===== config.mk =====
export PLATFORM = sky130hd
export DESIGN_NAME = vpcm_apb_regs
export DESIGN_NICKNAME = d
export VERILOG_FILES = /design/src/rtl/vpcm_pkg.sv /design/src/rtl/vpcm_apb_regs.sv
export SDC_FILE = /design/constraint.sdc
export NUM_CORES = 1
export LEC_CHECK = 0
export BUFFER_PORTS_ARGS = -buffer_cell sky130_fd_sc_hd__buf_2
export CORE_MARGIN = 10
export CORE_UTILIZATION = 45
export CTS_CLUSTER_SIZE = 12
export DETAILED_ROUTE_END_ITERATION = 12
export PLACE_DENSITY = 0.76
export SLEW_MARGIN = 30
export SYNTH_ARGS = -nofsm -noshare
export SYNTH_HDL_FRONTEND = slang
export SYNTH_SLANG_ARGS = --single-unit

===== constraint.sdc =====
create_clock -name clk -period 1.7 [get_ports clk]
set_clock_uncertainty 0.1 [all_clocks]
set_input_delay 0.085 -clock clk [delete_from_list [all_inputs] [get_ports clk]]
set_output_delay 0.085 -clock clk [all_outputs]
set_load 0.02 [all_outputs]

===== src/rtl/vpcm_pkg.sv =====
// Shared types, constants and byte-lane helpers for the virtio common-config/MSI-X block.
// No dependencies; imported by every module of the block.
package vpcm_pkg;

    localparam logic [1:0] OP_READ  = 2'd0;
    localparam logic [1:0] OP_WRITE = 2'd1;
    localparam logic [1:0] OP_IRQ   = 2'd2;

    localparam logic [2:0] CFG_DEVICE_FEATURES = 3'd0;
    localparam logic [2:0] CFG_QUEUE_COUNT     = 3'd1;
    localparam logic [2:0] CFG_QUEUE_SIZE_DEF  = 3'd2;
    localparam logic [2:0] CFG_DEVCFG_LEN      = 3'd3;
    localparam logic [2:0] CFG_DEVCFG_WORD     = 3'd4;
    localparam logic [2:0] CFG_MSIX_CONTROL    = 3'd5;

    localparam int          COMMON_LEN   = 56;
    localparam logic [15:0] NO_VECTOR    = 16'hFFFF;
    localparam logic [16:0] PBA_OFFSET   = 17'h800;
    localparam logic [15:0] QSIZE_RESET  = 16'd256;
    localparam logic [63:0] VERSION1_BIT = 64'h1_0000_0000;

    localparam logic [15:0] OFF_DEV_FSEL  = 16'd0;
    localparam logic [15:0] OFF_DRV_FSEL  = 16'd8;
    localparam logic [15:0] OFF_DRV_FEAT  = 16'd12;
    localparam logic [15:0] OFF_CFG_VEC   = 16'd16;
    localparam logic [15:0] OFF_STATUS    = 16'd20;
    localparam logic [15:0] OFF_QSEL      = 16'd22;
    localparam logic [15:0] OFF_QSIZE     = 16'd24;
    localparam logic [15:0] OFF_QVEC      = 16'd26;
    localparam logic [15:0] OFF_QEN       = 16'd28;
    localparam logic [15:0] OFF_DESC      = 16'd32;
    localparam logic [15:0] OFF_AVAIL     = 16'd40;
    localparam logic [15:0] OFF_USED      = 16'd48;

    typedef struct packed {
        logic [1:0]  operation;
        logic [15:0] bar_offset;
        logic [3:0]  access_size;
        logic [63:0] write_data;
        logic [15:0] interrupt_queue;
    } req_t;

    typedef struct packed {
        logic [63:0] read_data;
        logic        msi_fire;
        logic [63:0] msi_address;
        logic [31:0] msi_payload;
        logic        notify_fire;
        logic [2:0]  notify_queue;
        logic        device_reset;
    } res_t;

    typedef struct packed {
        logic [63:0] offered_feats;
        logic [3:0]  num_queues;
        logic [15:0] queue_size_default;
        logic [8:0]  devcfg_len;
        logic [63:0] device_config_word;
        logic [15:0] mx_ctrl;
    } cfg_t;

    function automatic logic [3:0] byte_count(logic [3:0] s);
        return (s > 4'd8) ? 4'd8 : s;
    endfunction

    function automatic logic [63:0] byte_mask(logic [3:0] n);
        logic [63:0] m;
        for (int i = 0; i < 8; i++) begin
            m[i*8 +: 8] = (4'(i) < n) ? 8'hFF : 8'h00;
        end
        return m;
    endfunction

    // Bytes from start upward, n of them; a start past the word gives zero.
    function automatic logic [63:0] take_bytes(logic [63:0] word, logic [8:0] start,
                                               logic [3:0] n);
        logic [63:0] v;
        v = (start < 9'd8) ? (word >> {start[2:0], 3'b000}) : 64'd0;
        return v & byte_mask(n);
    endfunction

    // Byte-wise merge of v into dst at start; lanes at or past len stay.
    function automatic logic [63:0] put_bytes(logic [63:0] dst, logic [3:0] len,
                                              logic [3:0] start, logic [3:0] n,
                                              logic [63:0] v);
        logic [63:0] d;
        logic [4:0]  pos;
        d = dst;
        for (int i = 0; i < 8; i++) begin
            pos = {1'b0, start} + 5'(i);
            if ((4'(i) < n) && (pos < {1'b0, len})) begin
                d[pos[2:0]*8 +: 8] = v[i*8 +: 8];
            end
        end
        return d;
    endfunction

endpackage


===== src/rtl/vpcm_apb_regs.sv =====
// APB configuration registers of the virtio common-config/MSI-X block.
// Depends on vpcm_pkg (cfg_t, register indexes).
module vpcm_apb_regs (
    input  logic                clk,
    input  logic                rst_n,
    input  logic                psel,
    input  logic                penable,
    input  logic                pwrite,
    input  logic [5:0]          paddr,
    input  logic [63:0]         pwdata,
    output logic [63:0]         prdata,
    output logic                pready,
    output vpcm_pkg::cfg_t      cfg
);
    import vpcm_pkg::*;

    cfg_t       cfg_reg;
    logic       wr_en;
    logic [2:0] idx;

    assign pready = 1'b1;
    assign wr_en  = psel & penable & pwrite;
    assign idx    = paddr[5:3];
    assign cfg    = cfg_reg;

    always_ff @(posedge clk or negedge rst_n)
    begin
        if (!rst_n)
        begin
            cfg_reg.offered_feats      <= VERSION1_BIT;
            cfg_reg.num_queues         <= 4'd1;
            cfg_reg.queue_size_default <= QSIZE_RESET;
            cfg_reg.devcfg_len         <= 9'd8;
            cfg_reg.device_config_word <= 64'd0;
            cfg_reg.mx_ctrl            <= 16'd0;
        end
        else if (wr_en)
        begin
            unique case (idx)
                CFG_DEVICE_FEATURES: cfg_reg.offered_feats      <= pwdata;
                CFG_QUEUE_COUNT:     cfg_reg.num_queues         <= pwdata[3:0];
                CFG_QUEUE_SIZE_DEF:  cfg_reg.queue_size_default <= pwdata[15:0];
                CFG_DEVCFG_LEN:      cfg_reg.devcfg_len         <= pwdata[8:0];
                CFG_DEVCFG_WORD:     cfg_reg.device_config_word <= pwdata;
                CFG_MSIX_CONTROL:    cfg_reg.mx_ctrl            <= pwdata[15:0];
                default:             ;
            endcase
        end
    end

    always_comb
    begin
        unique case (idx)
            CFG_DEVICE_FEATURES: prdata = cfg_reg.offered_feats;
            CFG_QUEUE_COUNT:     prdata = {60'd0, cfg_reg.num_queues};
            CFG_QUEUE_SIZE_DEF:  prdata = {48'd0, cfg_reg.queue_size_default};
            CFG_DEVCFG_LEN:      prdata = {55'd0, cfg_reg.devcfg_len};
            CFG_DEVCFG_WORD:     prdata = cfg_reg.device_config_word;
            CFG_MSIX_CONTROL:    prdata = {48'd0, cfg_reg.mx_ctrl};
            default:             prdata = 64'd0;
        endcase
    end
endmodule


# Word level (Yosys, flattened, before mapping)
# Index checks and enable logic that the tools add are counted.
# word_totals
regBits	173
inputBits	75
output_inout_bits	238
# op_classes
n_bitwise	2
n_eq_ne	5
reduce_logical	7
n_mux	1
# op_table
op	n
case mux 64 bit (6 select lines)	1
AND reduction 2 bit	6
equality test 3 x 2 -> 1 bit, second input constant	2
equality test 3 bit, second input constant	2
equality test 3 x 1 -> 1 bit, second input constant	1
zero test 3 bit	1
bitwise AND 1 bit	2

# Longest topological paths before layout
# Gate-level depths: netlist of run 1.
# logic_depth
word_depth	3
mapped_depth	7

# Worst setup path after synthesis of run 1
# No wires, ideal clock.
# synth_path
path_kind	input to register
from	input port paddr[5]
to	register cfg_reg (netlist bit cfg[100])
n_path_buf	2
required_time_ns	1.475
setup_slack_ns	0.217
path_stages	5
arrival_ns	1.258
path_cell_list	buf_2 > nand2b_1 > nor2_2 > buf_4 > mux2_2
# synth_via
elab_chain_cells	2
# synth_lines
element	line	source
from (decl)	vpcm_apb_regs.sv:9	input logic [5:0] paddr,
equality test 3 x 2 -> 1 bit	vpcm_apb_regs.sv:39	unique case (idx)
AND reduction 2 bit (no source line)	n/a	
to (decl)	vpcm_apb_regs.sv:17	cfg_t cfg_reg;
# Every way passes these cells.
# A chain may end at the register's enable or synchronous reset.

# Final worst setup path of run 1
# layout_path
from	register cfg_reg (netlist bit cfg[82])
to	output port prdata[2]
# layout_via
elab_chain_cells	1
# layout_lines
element	line	source
case mux 64 bit (6 select lines)	vpcm_apb_regs.sv:53	unique case (idx)
to (decl)	vpcm_apb_regs.sv:11	output logic [63:0] prdata,
# Every way passes these cells.

==> run_results.csv, run 1 <==
group,metric,value,unit
outcome,status,"finished with violations",
outcome,violations,"negative setup slack",
synthesis,synth_cell_types,32,
synthesis,ys_warn_count,0,
critical_path,cpLargestDelayFamily,"multiplexers",
clocking,cts_sinks,173,
place,placement.setup.worst_slack,-0.02506,ns
die,pin_count,313,
synthesis,synthArstFlopShare,100.0,%
drt,firstDrtPassIters,4,
sta,worst_slack,-0.04632,ns
drt,wl_per_cell,20.68,um
die,die_w,149.9,um
place,hpwl,16.62,mm
clocking,cts_tree,"done",
critical_path,crit_required,1.51,ns
critical_path,cp-start-kind,"flip-flop",
die,rows,47,
critical_path,crit_chain,"mux4_2 > inv_2 > o22ai_2 > buf_6",
sta,relSlewSlack,65.47,%
global_route,grt_pass1_vias,6555,
final_layout,design_area,10980,um2
synthesis,synth_area,7595,um2
synthesis,synth_nets,582,
worst_hold_path,worstHoldPathType,"in2async",
global_route,grt_max_degree,49,
synthesis,synth_top_area_share,55.68,%
synthesis,synth_commonest_cells,"dfrtp_1 (169), mux2_2 (168), a22o_1 (48)",
drt,wl,23.55,mm
place,post-place-cells,1028,
synthesis,synth_area_leaders,"dfrtp_1 (56%), mux2_2 (25%), a22o_1 (5.5%), mux2i_1 (3.3%), dfstp_2 (1.4%)",
clocking,cts_root_buf,"clkbuf_16",
clocking,insertion_delay,0.42,ns
die,core,16580,um2
critical_path,endpoint_kind,"output pin",
global_route,antenna_found_initial,0,
final_layout,largest_register_ffs,173,
sta,worst_pin_slew,0.5180,ns
final_layout,fin_nets,980,
synthesis,ys_ff_latch,173,
synthesis,synth_top_area_cell,"dfrtp_1",
power,pwr_density_cell,1228,nW/um2
clocking,cts_htree_levels,4,
power,total_leakage_power,5.656,nW
drt,drcViolationCount,0,
die,start_util,45.80,%
global_route,overflow,0,
place,io_buffer_count,308,
critical_path,cp_slowest_cell,"mux4_2",
synthesis,syn_area_per_cell,14.98,um2
sta,post-route-period-util,102.7,%
clocking,clockBufferDepth,2,
drt,viasPerCell,5.294,
sta,rsz0062_at_grt,"yes",
synthesis,yosysMostFrequentCell,"dfrtp_1",
die,die_y,149.9,um
final_layout,fin_cells,1139,
die,die_area,22470,um2
sta,min_period,1.746,ns
final_layout,drive_gt1_share,61.87,%
final_layout,fillers,1183,
final_layout,utilization,66.19,%
global_route,track_usage,20.42,%
sta,slew_viol_final,0,
critical_path,critPathKind,"reg2out",
sta,setup_viol_count_final,2,
critical_path,arrival,1.56,ns
final_layout,area_growth,44.53,%
critical_path,cp_num_buf_inv,2,
drt,route.antenna.remaining_nets,0,
synthesis,yosys_most_used_dff,"dfrtp_1",
final_layout,multiInputGateArea,3048,um2
synthesis,ys_seq_area_share,57.07,%
flow_run,drv_cap,0,
clocking,clk_pin_slew_worst_paths,0.07,ns
final_layout,seq_area,4334,um2
critical_path,cp_max_fo,2,
power,irDropWorstVdd,0.0006204,V
place,dpl-instance-area,9592,um2
global_route,grt_pass1_wl,36.31,mm
power,power,13.48,mW
drt,via_count,6030,
place,place_congestion,0.8213,
sta,finalHoldViolCount,0,
synthesis,synth_cells,507,
clocking,numCtsBuffers,17,
critical_path,max_stage_delay,0.48,ns
sta,max_freq,572.6,MHz
drt,drt-initial-drc-count,205,
synthesis,synth-edff-count,0,
-- cell usage in the layout (no fill, tap or decap), types with 2 or more instances in the layout --
| cell type | n |
|---|---|
| inv_2 | 2 |
| nor2_2 | 2 |
| nand2b_1 | 2 |
| dfrtp_1 | 169 |
| mux2i_1 | 25 |
| buf_6 | 3 |
| buf_2 | 303 |
| buf_12 | 15 |
| mux4_2 | 2 |
| buf_4 | 28 |
| nand2_1 | 7 |
| mux2_1 | 5 |
| clkinv_4 | 5 |
| o22ai_1 | 7 |
| dlygate4sd3_1 | 65 |
| clkbuf_16 | 17 |
| o22ai_2 | 2 |
| inv_6 | 5 |
| mux2_2 | 168 |
| nor2_4 | 2 |
| a22o_1 | 48 |
| bufinv_16 | 2 |
| a211o_1 | 2 |
| dfstp_2 | 4 |
| o221ai_1 | 6 |
| a21oi_1 | 2 |
| a22oi_1 | 5 |
-- metal layers --
metal  wire length (um)  GRT usage [%]  vias to the layer above
met5                  0              0                        -
met4                261          6.220                        0
met3               2030          6.673                       21
met2              11820          34.99                      258
met1               9439          23.83                     3060
li1                   -              -                     2691
-- through the flow --
stage	setup TNS, ns	hold WS [ns]
2_1_floorplan	0	-0.3106
3_3_place_gp	0	-0.02303
3_5_place_dp	-0.06124	-0.02092
4_1_cts	-0.1124	0.1032
5_1_grt	-0.2168	0.1369
6_report	-0.07878	0.09578
-- kinds of logic after synthesis --
kind of cell    synth area share [%]
compound gates                 7.941
buf+inv                        3.212
flops                          57.07
mux                            29.54
other cells                  0.04938
simple gates                   2.191
-- worst reg2reg max path, cell delays in order (launching register included) --
cell and delay (ns):
dfrtp_1 0.39, buf_4 0.14, buf_4 0.13, mux2_2 0.25
-- cell type report --
type / instances / share of cell area [%]
multi-input combinational: 297 / 27.77
sequential: 173 / 39.48
clock buffer: 19 / 4.035
tap: 220 / 2.508
inverter: 2 / 0.06839
antenna: 1 / 0.02280
timing repair buffer: 414 / 24.70
clock inverter: 13 / 1.413
-- what timing repair did --
| item | 4_1_cts | 5_1_grt |
|---|---|---|
| buffers inserted | 8 | 5 |
| resized for setup | 8 | 3 |
| hold buffers | 65 | 0 |
| endpoints found under the setup margin | 4 | 4 |
| pin swaps | 3 | 0 |
| hold endpoints to repair | 344 | 0 |
-- where the power goes --
part	switching, mW	total [mW]	internal (mW)	leakage, nW
combinational	2.28	3.96	1.68	3.16
sequential	0.671	5.61	4.94	2.20
clock	1.67	3.91	2.24	0.290
total	4.61	13.5	8.86	5.66
-- final timing paths --
| path | start | slack, ns | endpoint | cells past startpoint |
|---|---|---|---|---|
| max | cfg[82]$_DFFE_PN0P_ | -0.05 | prdata[2] | 4 |
| min | rst_n | 0.1 | cfg[115]$_DFFE_PN0P_ | 2 |
| max reg2reg | cfg[111]$_DFFE_PN0P_ | 0.58 | cfg[111]$_DFFE_PN0P_ | 3 |
| min reg2reg | cfg[31]$_DFFE_PN0P_ | 0.41 | cfg[31]$_DFFE_PN0P_ | 1 |
| max in group asynchronous | rst_n | 0.79 | cfg[117]$_DFFE_PN0P_ | 3 |
| min in group clk | paddr[5] | 0.15 | cfg[105]$_DFFE_PN1P_ | 3 |
No activity file was read; power rests on OpenSTA's default activity.
==> inputs of run 2 (changes only) <==
ABC_AREA = 1   (was default)
PLACE_DENSITY = 0.75   (was 0.76)
==> run 2 against run 1 <==
Net effect:
- the run now ends clean
- sequential power rose by 0.9%
- first-iteration DRC count rose to 2.8 times the previous value
- sequential share of layout area fell by 0.29 points
- critical path type unchanged
==> run_results.csv, run 2 <==
group,metric,value,unit
synthesis,yosysMostFrequentCell,"nand2_1",
synthesis,synth_area,7883,um2
synthesis,synthArstFlopShare,100.0,%
place,io_buffer_count,308,
synthesis,ys_seq_area_share,54.98,%
final_layout,fin_nets,1392,
critical_path,endpoint_kind,"output pin",
clocking,insertion_delay,0.42,ns
worst_hold_path,worstHoldPathType,"in2async",
sta,fin_setup_tns,0,ns
sta,relSlewSlack,65.98,%
power,power,14.13,mW
clocking,cts_htree_levels,4,
power,irDropWorstVdd,0.0007114,V
global_route,grt_pass1_vias,8387,
final_layout,area_growth,40.27,%
synthesis,synth_cell_types,21,
critical_path,critPathKind,"reg2out",
sta,worst_pin_slew,0.5102,ns
final_layout,layout.cells.most_common,"buf_2",
drt,firstDrtPassIters,6,
drt,route.antenna.remaining_nets,0,
synthesis,ys_ff_latch,173,
clocking,cts_root_buf,"clkbuf_16",
drt,viasPerCell,5.332,
global_route,overflow,0,
synthesis,yosys_most_used_dff,"dfrtp_1",
clocking,numCtsBuffers,17,
place,placement.setup.worst_slack,0.1875,ns
critical_path,cp-start-kind,"flip-flop",
final_layout,drive_gt1_share,29.25,%
sta,whs,0.07720,ns
die,die_y,152.4,um
place,hpwl,20.13,mm
final_layout,most-common-layout-cells,"buf_2 (307), nand2_1 (278), dfrtp_1 (169)",
sta,slew_viol_final,0,
synthesis,ys_warn_count,0,
sta,finalHoldViolCount,0,
critical_path,cp_max_fo,3,
die,rows,48,
clocking,cts_tree,"done",
synthesis,synth_top_area_cell,"dfrtp_1",
synthesis,synth_area_leaders,"dfrtp_1 (54%), nand2_1 (13%), o21ai_0 (6.5%), inv_1 (5.6%), o21ai_1 (3.9%)",
flow_run,drv_cap,0,
drt,wl_per_cell,18.42,um
global_route,antenna_found_initial,3,
clocking,cts_sinks,173,
synthesis,synth_nets,1033,
final_layout,largest_register_ffs,173,
die,core,17240,um2
critical_path,arrival,1.37,ns
synthesis,synth_cells,958,
clocking,cts_setup_buffers,0,
die,start_util,45.73,%
sta,setup_viol_count_final,0,
synthesis,synth-edff-count,0,
sta,post-route-period-util,91.33,%
power,total_leakage_power,5.929,nW
outcome,status,"finished clean",
die,die_w,152.4,um
drt,drt-initial-drc-count,584,
place,place_congestion,0.8970,
drt,drcViolationCount,0,
die,die_area,23210,um2
drt,via_count,8308,
synthesis,syn_area_per_cell,8.228,um2
clocking,clockBufferDepth,2,
global_route,grt_pass1_wl,45.53,mm
die,pin_count,313,
sta,worst_slack,0.1474,ns
sta,min_period,1.553,ns
power,pwr_density_cell,1278,nW/um2
final_layout,utilization,64.15,%
synthesis,synth_top_area_share,53.65,%
sta,max_freq,644.1,MHz
sta,rsz0062_at_grt,"no",
critical_path,crit_required,1.51,ns
clocking,clk_pin_slew_worst_paths,0.06,ns
synthesis,synth_commonest_cells,"nand2_1 (279), dfrtp_1 (169), inv_1 (118)",
drt,wl,28.70,mm
global_route,grt_max_degree,62,
global_route,track_usage,23.82,%
## run 2: stage by stage
| stage | cell area, um2 | cells |
|---|---|---|
| floorplan | 7883 | 958 |
| global placement | 9772 | 1458 |
| detailed placement | 9772 | 1458 |
| CTS | 11050 | 1555 |
| global route | 11060 | 1558 |
| finish | 11060 | 1558 |
## run 2: logic make-up after synthesis
group | Yosys count | share of synthesized area [%]
buf+inv | 188 | 10.37
compound gates | 211 | 14.16
simple gates | 385 | 20.44
other cells | 1 | 0.04757
flops | 173 | 54.98
## run 2: power by group
group / internal (mW) / switching [mW]
Sequential: 5.02 / 0.639
Clock: 2.50 / 1.64
Combinational: 1.40 / 2.92
## run 2: path summary, 6_finish.rpt
check,end,depth (start not counted),slack [ns],start
setup / recovery,prdata[3],5,0.15,cfg[83]$_DFFE_PN1P_
hold / removal,cfg[138]$_DFFE_PN0P_,2,0.08,rst_n
setup reg to reg,cfg[141]$_DFFE_PN1P_,2,0.78,cfg[141]$_DFFE_PN1P_
hold reg to reg,cfg[97]$_DFFE_PN1P_,2,0.38,cfg[97]$_DFFE_PN1P_
max in group asynchronous,cfg[84]$_DFFE_PN0P_,3,0.83,rst_n
min in group clk,cfg[22]$_DFFE_PN0P_,4,0.16,paddr[5]
## run 2: cell type report
| type | instances | area (um2) |
|---|---|---|
| timing repair buffer | 407 | 2604 |
| antenna | 3 | 7.507 |
| inverter | 121 | 454.2 |
| fill | 1434 | 6180 |
| clock buffer | 18 | 439.2 |
| tap | 225 | 281.5 |
| clock inverter | 14 | 187.7 |
| multi-input combinational | 597 | 2749 |
| sequential | 173 | 4334 |
## run 2: what timing repair did
item,4_1_cts,5_1_grt
setup endpoints to repair,0,0
hold buffers,65,0
gates resized for setup,0,0
endpoints found under the hold margin,346,0
## run 2: critical path: stages, from the launching register on
cell	delay (ns)
dfstp_2	0.55
nand4_1	0.09
nand2_1	0.08
nor2_1	0.04
nand2_1	0.04
buf_2	0.15
## run 2: routing by layer
metal  wire, um  track usage [%]
met4       1076            10.96
met2      14180            40.01
met3       2464            6.125
met5          0                0
met1      10990            27.99
